**src/hdl/tfd_pkg.sv**
```systemverilog
// ----------------------------------------------------------------------------
// tfd_pkg: shared types and constants for the tilt fall detector
// Widths, register indexes, direction codes, reset values and the
// per-tick classification record passed from the compare logic to the tracker.
// ----------------------------------------------------------------------------
package tfd_pkg;

	localparam int AngleW = 16;
	localparam int LimitW = 14;
	localparam int CountW = 16;
	localparam int DirW   = 3;
	localparam int CfgIdxW = 2;
	localparam int CfgDataW = 16;

	// register indexes on the configuration port
	localparam logic [CfgIdxW-1:0] CFG_ROLL_LIMIT   = 2'd0;
	localparam logic [CfgIdxW-1:0] CFG_PITCH_LIMIT  = 2'd1;
	localparam logic [CfgIdxW-1:0] CFG_WAKEUP_TICKS = 2'd2;

	// fall direction codes
	localparam logic [DirW-1:0] DIR_NONE     = 3'd0;
	localparam logic [DirW-1:0] DIR_LEFT     = 3'd1;
	localparam logic [DirW-1:0] DIR_RIGHT    = 3'd2;
	localparam logic [DirW-1:0] DIR_BACKWARD = 3'd3;
	localparam logic [DirW-1:0] DIR_FORWARD  = 3'd4;

	localparam logic [LimitW-1:0] ROLL_LIMIT_RST   = 14'd3200;
	localparam logic [LimitW-1:0] PITCH_LIMIT_RST  = 14'd3520;
	localparam logic [CountW-1:0] WAKEUP_TICKS_RST = 16'd50;
	localparam logic [CountW-1:0] COUNT_MAX        = 16'hFFFF;

	typedef struct packed {
		logic            over;   // a magnitude strictly above its limit
		logic            hit;    // tilt at or beyond a limit: count this tick
		logic [DirW-1:0] dir;    // direction of the hit
		logic            clear;  // both magnitudes below half limit
	} tilt_class_t;

endpackage

```
**src/hdl/tfd_classify.sv**
```systemverilog
// ----------------------------------------------------------------------------
// tfd_classify: tilt compare logic
// Compares one roll/pitch sample against the limits and reports whether the
// tick counts toward a fall, in which direction, or whether it recovers.
// ----------------------------------------------------------------------------
module tfd_classify (
	input  logic signed [tfd_pkg::AngleW-1:0] roll_angle,
	input  logic signed [tfd_pkg::AngleW-1:0] pitch_angle,
	input  logic        [tfd_pkg::LimitW-1:0] roll_limit,
	input  logic        [tfd_pkg::LimitW-1:0] pitch_limit,
	output tfd_pkg::tilt_class_t              cls
);

	localparam int WideW = tfd_pkg::AngleW + 1;

	logic signed [WideW-1:0] roll_x, pitch_x;
	logic signed [WideW-1:0] rl_pos, rl_neg, pl_pos, pl_neg;
	logic        [WideW-1:0] rmag, pmag;
	logic        [WideW:0]   rmag2, pmag2;
	logic roll_hi, roll_lo, pitch_hi, pitch_lo;

	always_comb begin
		roll_x  = WideW'(roll_angle);
		pitch_x = WideW'(pitch_angle);
		rl_pos  = signed'(WideW'(roll_limit));
		pl_pos  = signed'(WideW'(pitch_limit));
		rl_neg  = -rl_pos;
		pl_neg  = -pl_pos;
		// 17-bit magnitude keeps the most negative angle exact
		rmag    = roll_x[WideW-1] ? unsigned'(-roll_x) : unsigned'(roll_x);
		pmag    = pitch_x[WideW-1] ? unsigned'(-pitch_x) : unsigned'(pitch_x);
		rmag2   = {rmag, 1'b0};
		pmag2   = {pmag, 1'b0};

		roll_hi  = roll_x >= rl_pos;
		roll_lo  = roll_x <= rl_neg;
		pitch_hi = pitch_x >= pl_pos;
		pitch_lo = pitch_x <= pl_neg;

		cls.over  = (rmag > WideW'(roll_limit)) || (pmag > WideW'(pitch_limit));
		cls.hit   = roll_hi || roll_lo || pitch_hi || pitch_lo;
		cls.clear = (rmag2 < (WideW+1)'(roll_limit)) && (pmag2 < (WideW+1)'(pitch_limit));

		// roll takes priority over pitch
		if (roll_hi) begin
			cls.dir = tfd_pkg::DIR_LEFT;
		end else if (roll_lo) begin
			cls.dir = tfd_pkg::DIR_RIGHT;
		end else if (pitch_hi) begin
			cls.dir = tfd_pkg::DIR_BACKWARD;
		end else begin
			cls.dir = tfd_pkg::DIR_FORWARD;
		end
	end

endmodule

```
**src/hdl/tfd_track.sv**
```systemverilog
// ----------------------------------------------------------------------------
// tfd_track: tick counter, direction latch and result register
// Advances the saturating tick counter, latches the fall direction past the
// wake-up count, clears on recovery and holds the result for the output side.
// ----------------------------------------------------------------------------
module tfd_track (
	input  logic                              clk,
	input  logic                              arst_n,
	input  logic                              en,
	input  logic                              out_ready,
	input  tfd_pkg::tilt_class_t              cls,
	input  logic        [tfd_pkg::CountW-1:0] wakeup_ticks,
	output logic                              out_valid,
	output logic        [tfd_pkg::DirW-1:0]   fall_direction,
	output logic                              over_limit,
	output logic                              recovered
);

	logic [tfd_pkg::CountW-1:0] count_q, count_d;
	logic [tfd_pkg::DirW-1:0]   dir_q, dir_d;
	logic                       rec_d;

	always_comb begin
		count_d = count_q;
		dir_d   = dir_q;
		rec_d   = 1'b0;
		if (cls.hit) begin
			if (count_q != tfd_pkg::COUNT_MAX) begin
				count_d = count_q + 1'b1;
			end
			if (count_d > wakeup_ticks) begin
				dir_d = cls.dir;
			end
		end else if (cls.clear) begin
			count_d = '0;
			dir_d   = tfd_pkg::DIR_NONE;
			rec_d   = 1'b1;
		end
	end

	always_ff @(posedge clk or negedge arst_n) begin
		if (!arst_n) begin
			count_q   <= '0;
			dir_q     <= tfd_pkg::DIR_NONE;
			out_valid <= 1'b0;
		end else begin
			if (en) begin
				count_q   <= count_d;
				dir_q     <= dir_d;
				out_valid <= 1'b1;
			end else if (out_ready) begin
				out_valid <= 1'b0;
			end
		end
	end

	// result payload, loaded with each advancing request
	always_ff @(posedge clk) begin
		if (en) begin
			fall_direction <= dir_d;
			over_limit     <= cls.over;
			recovered      <= rec_d;
		end
	end

endmodule

```
**src/hdl/tilt_fall_detector_top.sv**
```systemverilog
// Path: an accepted sample is held in the input register, then moves to the result register
// once that register is free or being drained, where it waits for out_ready.
// Throughput: one sample per cycle; the input register takes a new request while a
// result waits, and the pipe stalls only when both stages are full and out_ready is low.
// Reset: arst_n clears the tick counter, the fall direction and both valid flags, and
// loads the limit registers with 3200, 3520 and a wake-up count of 50.
// ----------------------------------------------------------------------------
// tilt_fall_detector_top: tilt fall detector
// Configuration registers, input register and handshake around the compare
// logic and the fall tracker.
// ----------------------------------------------------------------------------
module tilt_fall_detector_top (
	input  logic                                clk,
	input  logic                                arst_n,
	input  logic                                cfg_we,
	input  logic        [tfd_pkg::CfgIdxW-1:0]  cfg_index,
	input  logic        [tfd_pkg::CfgDataW-1:0] cfg_data,
	input  logic                                in_valid,
	output logic                                in_ready,
	input  logic signed [tfd_pkg::AngleW-1:0]   roll_angle,
	input  logic signed [tfd_pkg::AngleW-1:0]   pitch_angle,
	output logic                                out_valid,
	input  logic                                out_ready,
	output logic        [tfd_pkg::DirW-1:0]     fall_direction,
	output logic                                over_limit,
	output logic                                recovered
);

	logic [tfd_pkg::LimitW-1:0] roll_limit_q, pitch_limit_q;
	logic [tfd_pkg::CountW-1:0] wakeup_q;

	logic                              valid_s1;
	logic signed [tfd_pkg::AngleW-1:0] roll_s1, pitch_s1;
	logic                              advance;
	tfd_pkg::tilt_class_t              cls;

	always_ff @(posedge clk or negedge arst_n) begin
		if (!arst_n) begin
			roll_limit_q  <= tfd_pkg::ROLL_LIMIT_RST;
			pitch_limit_q <= tfd_pkg::PITCH_LIMIT_RST;
			wakeup_q      <= tfd_pkg::WAKEUP_TICKS_RST;
		end else if (cfg_we) begin
			unique case (cfg_index)
				tfd_pkg::CFG_ROLL_LIMIT:   roll_limit_q  <= cfg_data[tfd_pkg::LimitW-1:0];
				tfd_pkg::CFG_PITCH_LIMIT:  pitch_limit_q <= cfg_data[tfd_pkg::LimitW-1:0];
				tfd_pkg::CFG_WAKEUP_TICKS: wakeup_q      <= cfg_data;
				default: ;
			endcase
		end
	end

	// move stage 1 into the result register when it is free or being drained
	assign advance  = !out_valid || out_ready;
	assign in_ready = !valid_s1 || advance;

	always_ff @(posedge clk or negedge arst_n) begin
		if (!arst_n) begin
			valid_s1 <= 1'b0;
		end else if (in_ready) begin
			valid_s1 <= in_valid;
		end
	end

	always_ff @(posedge clk) begin
		if (in_ready && in_valid) begin
			roll_s1  <= roll_angle;
			pitch_s1 <= pitch_angle;
		end
	end

	tfd_classify u_classify (
		.roll_angle  (roll_s1),
		.pitch_angle (pitch_s1),
		.roll_limit  (roll_limit_q),
		.pitch_limit (pitch_limit_q),
		.cls         (cls)
	);

	tfd_track u_track (
		.clk            (clk),
		.arst_n         (arst_n),
		.en             (valid_s1 && advance),
		.out_ready      (out_ready),
		.cls            (cls),
		.wakeup_ticks   (wakeup_q),
		.out_valid      (out_valid),
		.fall_direction (fall_direction),
		.over_limit     (over_limit),
		.recovered      (recovered)
	);

endmodule

```
**config.mk**
```make
export PLATFORM = sky130hd
export DESIGN_NAME = tilt_fall_detector_top
export DESIGN_NICKNAME = d
export VERILOG_FILES = /design/src/hdl/tfd_pkg.sv /design/src/hdl/tfd_classify.sv /design/src/hdl/tfd_track.sv /design/src/hdl/tilt_fall_detector_top.sv
export SDC_FILE = /design/constraint.sdc
export NUM_CORES = 1
export LEC_CHECK = 0
export ABC_AREA = 1
export BUFFER_PORTS_ARGS = -buffer_cell sky130_fd_sc_hd__buf_2
export CAP_MARGIN = 20
export CORE_MARGIN = 1
export CORE_UTILIZATION = 55
export DETAILED_ROUTE_END_ITERATION = 6
export PLACE_DENSITY = 0.84
export SYNTH_ARGS = -nofsm -noshare
export SYNTH_HDL_FRONTEND = slang
export SYNTH_SLANG_ARGS = --single-unit
```
**constraint.sdc**
```tcl
create_clock -name clk -period 7.3 [get_ports clk]
set_input_delay 1.095 -clock clk [delete_from_list [all_inputs] [get_ports clk]]
set_output_delay 1.095 -clock clk [all_outputs]
set_load 0.01 [all_outputs]
```
Word-level counts from Yosys, hierarchy flattened
Cells that the tools add are included.
{ "totals": {"ram_bits": 0, "regBits": 102, "latchBits": 0, "memories": 0, "mem_bits_ro": 0, "inputBits": 55, "word_cells": 62} }
{ "classes": {"reduce_logical": 18, "div_mod_pow": 0, "n_addsub": 5, "muxes": 15, "bitwise": 0, "order_cmp": 9, "n_eq_ne": 3, "multipliers": 0, "n_shift": 0} }
{ "ops": {"columns": ["operator", "count"], "rows": [
  ["2-to-1 mux 16 bit", 4],
  ["less-than comparator 18 x 14 -> 1 bit", 2],
  ["greater-than comparator 17 x 14 -> 1 bit", 2],
  ["<= comparator 16 x 17 -> 1 bit", 2],
  ["2-to-1 mux 17 bit", 2],
  ["negation 14 -> 17 bit", 2],
  ["negation 16 -> 17 bit", 2],
  [">= comparator 16 x 15 -> 1 bit", 2],
  ["2-to-1 mux 3 bit", 6],
  ["adder 16 x 1 -> 16 bit (second input constant)", 1],
  ["greater-than comparator 16 bit", 1],
  ["!= test 16 bit (second input constant)", 1],
  ["AND reduction 2 bit", 4],
  ["logical OR 1 bit", 6],
  ["nonzero test 2 bit", 2],
  ["logical AND 1 bit", 3],
  ["2-to-1 mux 1 bit", 3],
  ["equality test 2 x 1 -> 1 bit (second input constant)", 1],
  ["equality test 2 bit (second input constant)", 1],
  ["zero test 1 bit", 2],
  ["zero test 2 bit", 1]
]} }

Logic depth before layout (Yosys ltp)
{ "logic_depth": {"ltp_word": 9, "depth_mapped": 27} }

Modules after synthesis
A second synthesis with hierarchy kept.
{ "hier_totals": {"hier_cells": 1186, "area_unflattened_um2": 8972.4} }
{ "by_module_without_submodules": {"columns": ["module", "area_each_um2", "n_inst", "cells_each"], "rows": [
  ["tfd_classify", 4174.0, 1, 686],
  ["tilt_fall_detector_top", 2927.8, 1, 236],
  ["tfd_track", 1870.5, 1, 264]
]} }

Least setup slack after synthesis
No wires, ideal clock.
{ "synth_path": {"path_type": "register to register", "startpoint": "register roll_limit_q[1] (netlist name)", "endpoint": "register u_track.count_q[12] (netlist name)", "arrival_time_ns": 3.236, "required_time_ns": 7.236, "setup_time_ns": 0.064, "stages_incl_launch_ff": 26, "path_buffers": 1, "slack_ns": 4.000, "cell_sequence": "dfrtp_1 inv_1 ha_1 nand3_1 nor3_1 nand2_1 nor2_1 nand3_1 nor2_1 nand3_1 nor2_1 ha_1 nand2_1 inv_1 nand2_1 nand2_1 a21oi_1 nand3_1 nand2_1 nand2_2 nor2_4 nand3_4 o21bai_4 buf_12 nand2_2 nand2_2"} }
{ "synth_via": {"elab_chain_len": 7, "word_cells_on_any_way": 11, "cone_classes": "add/sub: 1; order compare: 3; mux: 1; reduce/logical: 6"} }
{ "synth_lines": {"columns": ["element", "line", "text"], "rows": [
  ["start, declared", "tilt_fall_detector_top.sv:29", "logic [tfd_pkg::LimitW-1:0] roll_limit_q, pitch_limit_q;"],
  ["start signal, assigned", "tilt_fall_detector_top.sv:39", "roll_limit_q <= tfd_pkg::ROLL_LIMIT_RST;"],
  ["start signal, assigned", "tilt_fall_detector_top.sv:44", "tfd_pkg::CFG_ROLL_LIMIT: roll_limit_q <= cfg_data[tfd_pkg::LimitW-1:0];"],
  ["negation 14 -> 17 bit", "tfd_classify.sv:27", "rl_neg = -rl_pos;"],
  ["<= comparator 16 x 17 -> 1 bit", "tfd_classify.sv:36", "roll_lo = roll_x <= rl_neg;"],
  ["logical OR 1 bit (3 in series)", "tfd_classify.sv:41", "cls.hit = roll_hi || roll_lo || pitch_hi || pitch_lo;"],
  ["nonzero test 2 bit (no source line)", null, null],
  ["AND reduction 2 bit (no source line)", null, null],
  ["end signal, assigned", "tfd_track.sv:48", "count_q <= count_d;"],
  ["end, declared", "tfd_track.sv:19", "logic [tfd_pkg::CountW-1:0] count_q, count_d;"]
]} }
Parallel ways exist; a longest one is shown, timed or not.
A chain may end at the register's enable or synchronous reset.

Final worst setup path
{ "layout_path": {"startpoint": "register roll_limit_q[1] (netlist name)", "endpoint": "register u_track.count_q[5] (netlist name)"} }
The elaborated chain is that of the path after synthesis.

==> impl_metrics.env <==
export IMPL_crit_required_ns=7.59
export IMPL_synth_top_family_by_area="simple AND/OR/NAND/NOR gates"
export IMPL_r2r_end="u_track.count_q[5]"
export IMPL_worstPathArrival_ns=4.21
export IMPL_ir_drop_uv=147
export IMPL_grt_pass1_wl_um=33800
export IMPL_floorplan_initialDensity_pct=56.3
export IMPL_routedWlPerCell_um=14.9
export IMPL_clkTransAtPathRegs_ns=0.07
export IMPL_grt_start_max_net_pins=66
export IMPL_worstReg2RegStart="roll_limit_q[1]"
export IMPL_hold_depth=2
export IMPL_cts_tree="built"
export IMPL_synth_compound_area_share_pct=9.72
export IMPL_power_density_nw_per_um2=221
export IMPL_layout_nets=1354
export IMPL_status="finished, final reports clean"
export IMPL_die_area_um2=16000
export IMPL_setup_violations=0
export IMPL_hp_start="roll_limit_q[1]"
export IMPL_r2r_cells=24
export IMPL_synth_simple_area_share_pct=26.0
export IMPL_grt_pass1_vias=7136
export IMPL_power_leakage_uw=0.00484
export IMPL_cts_resized=0
export IMPL_max_cap_viol_count=0
export IMPL_die_y_um=126
export IMPL_hold_violations=0
export IMPL_clk_latency_ns=0.36
export IMPL_wirelength_um=20300
export IMPL_totalPowerFinal_uw=2060
export IMPL_worst_path_max_delay_cell="o21bai_4"
export IMPL_place_gp_congestion=0.939
export IMPL_netlist_area_um2=8520
export IMPL_slew_headroom_pct=32.2
export IMPL_grt_overflow=0
export IMPL_vias=7458
export IMPL_hold_class="flop to flop"
export IMPL_synthCells=1105
export IMPL_stdcell_area_um2=9340
export IMPL_place_port_buffers=61
export IMPL_holdPathEnd="roll_limit_q[1]"
export IMPL_place_hpwl_um=15800
export IMPL_antenna_cells=0
export IMPL_synth_xor_area_share_pct=5.14
export IMPL_synth_main_ff_cell="dfrtp_1"
export IMPL_cts_hold_buf=0
export IMPL_yosysWarnings=0
export IMPL_path_max_fanout=19
export IMPL_synth_fp_nets=1293
export IMPL_postCtsSetupBuffers=0
export IMPL_synthAdderAreaFrac_pct=19.5
export IMPL_final_common_cell="nand2_1"
export IMPL_avgSynthCellArea_um2=7.71
export IMPL_finalNonFillerCells=1359
export IMPL_rrSetupSlack_ns=3.38
export IMPL_layout_min_cycle_time_ns=3.92
export IMPL_crit_chain="inv_1 > ha_1 > nand3_1 > nor3_1 > nand2_1 > nor2_1 > nand3_1 > nor2_1 > nand3_1 > nor2_1 > ha_1 > nand2_1 > inv_1 > nand2_1 > nand2_1 > a21oi_1 > nand3_1 > nand2_1 > nand2_2 > nor2_4 > nand3_4 > o21bai_4 > nand2_1 > nand2_1"
export IMPL_path_class="flop to flop"
export IMPL_final_cell_mix="nand2_1, inv_1, ha_1, nor2_1, o21ai_0"
export IMPL_root_buffer="clkbuf_16"
export IMPL_dpl_cell_area_um2=9000
export IMPL_cts_made_buffers=9
export IMPL_synthMuxAreaShare_pct=0
export IMPL_final_layout_size_suffix_gt1_share_pct=10.9
export IMPL_tns_ns=0
export IMPL_antenna_found_initial=0
export IMPL_htreeDepth=3
export IMPL_place_worst_setup_slack_ns=3.42
export IMPL_synth_top_area_share_pct=19.5
export IMPL_synth_cell_types=45
export IMPL_fin_ws_ns=3.38
export IMPL_fmax_mhz=255
export IMPL_die_x_um=126
export IMPL_cts_sinks=102
export IMPL_synth_area_leaders="ha_1, dfrtp_1, nand2_1"
export IMPL_synth_async_reset_ratio_pct=63.7
export IMPL_route_detailed_drc=0
export IMPL_ys_ff_latch=102
export IMPL_synth_top_area_cell="ha_1"
export IMPL_max_stage_delay_ns=0.52
export IMPL_critPathLaunchType="flop"
export IMPL_worst_slew_pin_slew_ns=1.01
export IMPL_drt_initial_drc_count=552
export IMPL_antenna_left=0
export IMPL_crit_path_end_kind="flop"
export IMPL_finClkSkew_ns=0.00985
export IMPL_cts_path_max_buffers=2
export IMPL_cpMostUsedCell="nand2_1"
export IMPL_finalMaxSlewViolations=0
export IMPL_synth_edf_count=37
export IMPL_viasPerCell=5.49
export IMPL_grtUsageTotal_pct=26.7
export IMPL_fin_crit_sh_pct=53.7
export IMPL_dr_pass1_iters=5
export IMPL_numPlacedInstances=1343
export IMPL_coreArea_um2=15100
export IMPL_rows=45
export IMPL_syn2layout_area_growth_pct=9.56
export IMPL_ys_seq_area_share_pct=32.3
export IMPL_grt_setup_unrepaired="false"
export IMPL_io_pins=62
worst max-delay path by stage:
stage                         start             endpoint  slack [ns]  cells after the start
detailed placement  roll_limit_q[1]   u_track.count_q[5]        3.42                     24
finish              roll_limit_q[1]   u_track.count_q[5]        3.38                     24
global route        roll_limit_q[2]   u_track.count_q[5]        2.95                     21
global placement    roll_limit_q[1]  u_track.count_q[15]        3.58                     24
CTS                 roll_limit_q[1]     u_track.dir_q[2]        3.39                     24
floorplan           roll_limit_q[1]  u_track.count_q[12]        4.00                     25
state kept, by name, summed over array words and instances (netlist names):
signal,cells
pitch_s1,16
roll_s1,16
u_track.count_q,16
wakeup_q,16
pitch_limit_q,14
roll_limit_q,14
u_track.dir_q,3
u_track.fall_direction,3
u_track.out_valid,1
u_track.over_limit,1
u_track.recovered,1
valid_s1,1
worst max-delay path, delay by kind of cell (launching register included):
| kind | cells | cell delay [ns] |
|---|---|---|
| buffers and inverters | 2 | 0.19 |
| DFF | 1 | 0.38 |
| and+or+nand+nor | 18 | 2.10 |
| AOI/OAI and AO/OA | 2 | 0.68 |
| adders and majority gates | 2 | 0.48 |
through the flow:
stage / hold WS [ns] / utilization [%]
global route: 0.502 / 61.6
CTS: 0.493 / 61.6
floorplan: 0.453 / -
detailed placement: 0.474 / 59.4
global placement: 0.469 / 59.4
finish: 0.490 / 61.6
Yosys cell counts (2+ instances only):
cell / number
o21ai_0: 68
nor2_4: 2
nand3_1: 44
nor4_1: 5
nand2_2: 19
o21ai_1: 2
inv_1: 142
xor2_1: 47
nor3_1: 20
nand3b_1: 5
ha_1: 133
a211oi_1: 2
a21boi_0: 2
nand2_1: 297
and3_1: 2
a21o_1: 5
a31oi_1: 4
nand4_1: 25
buf_2: 2
o21ai_2: 2
edfxtp_1: 37
dfstp_2: 11
nor2_1: 81
xnor2_1: 3
clkbuf_1: 9
dfrtp_1: 54
inv_2: 3
a21oi_1: 53
o21bai_1: 2
nor2_2: 6
o21a_1: 4
cells by family (layout without fill, tap and decap cells):
| family | count (synthesis) | in the layout |
|---|---|---|
| XOR/XNOR | 50 | 50 |
| AO/OA/AOI/OAI | 149 | 149 |
| adder cells (fa/ha/maj) | 133 | 133 |
| buffers and inverters | 158 | 224 |
| flip-flops | 102 | 102 |
| AND/OR/NAND/NOR | 513 | 513 |
cell type report:
type,count,area (um^2)
clock buffers,10,250
clock inverters,6,83.8
fillers,1307,5810
inverters,145,544
multi-input cells,845,5150
flip-flops and latches,102,2750
well taps,188,235
repair buffers,63,320
routing by layer:
metal	share of wire (%)	routed length, um	vias to the layer above	global-route usage (%)
met3	5.1	1040	54	5.10
li1	-	-	3790	-
met2	48	9780	219	46.8
met5	0	0	-	0
met4	3.7	741	0	10.8
met1	43	8700	3395	32.4
power breakdown:
group          leakage [uW]  switching (uW)  internal (uW)  total, uW
logic               0.00351             474            290        764
registers           0.00116            80.9            679        760
clock network      0.000163             244            296        539
Power figures use the tool's default switching activity.
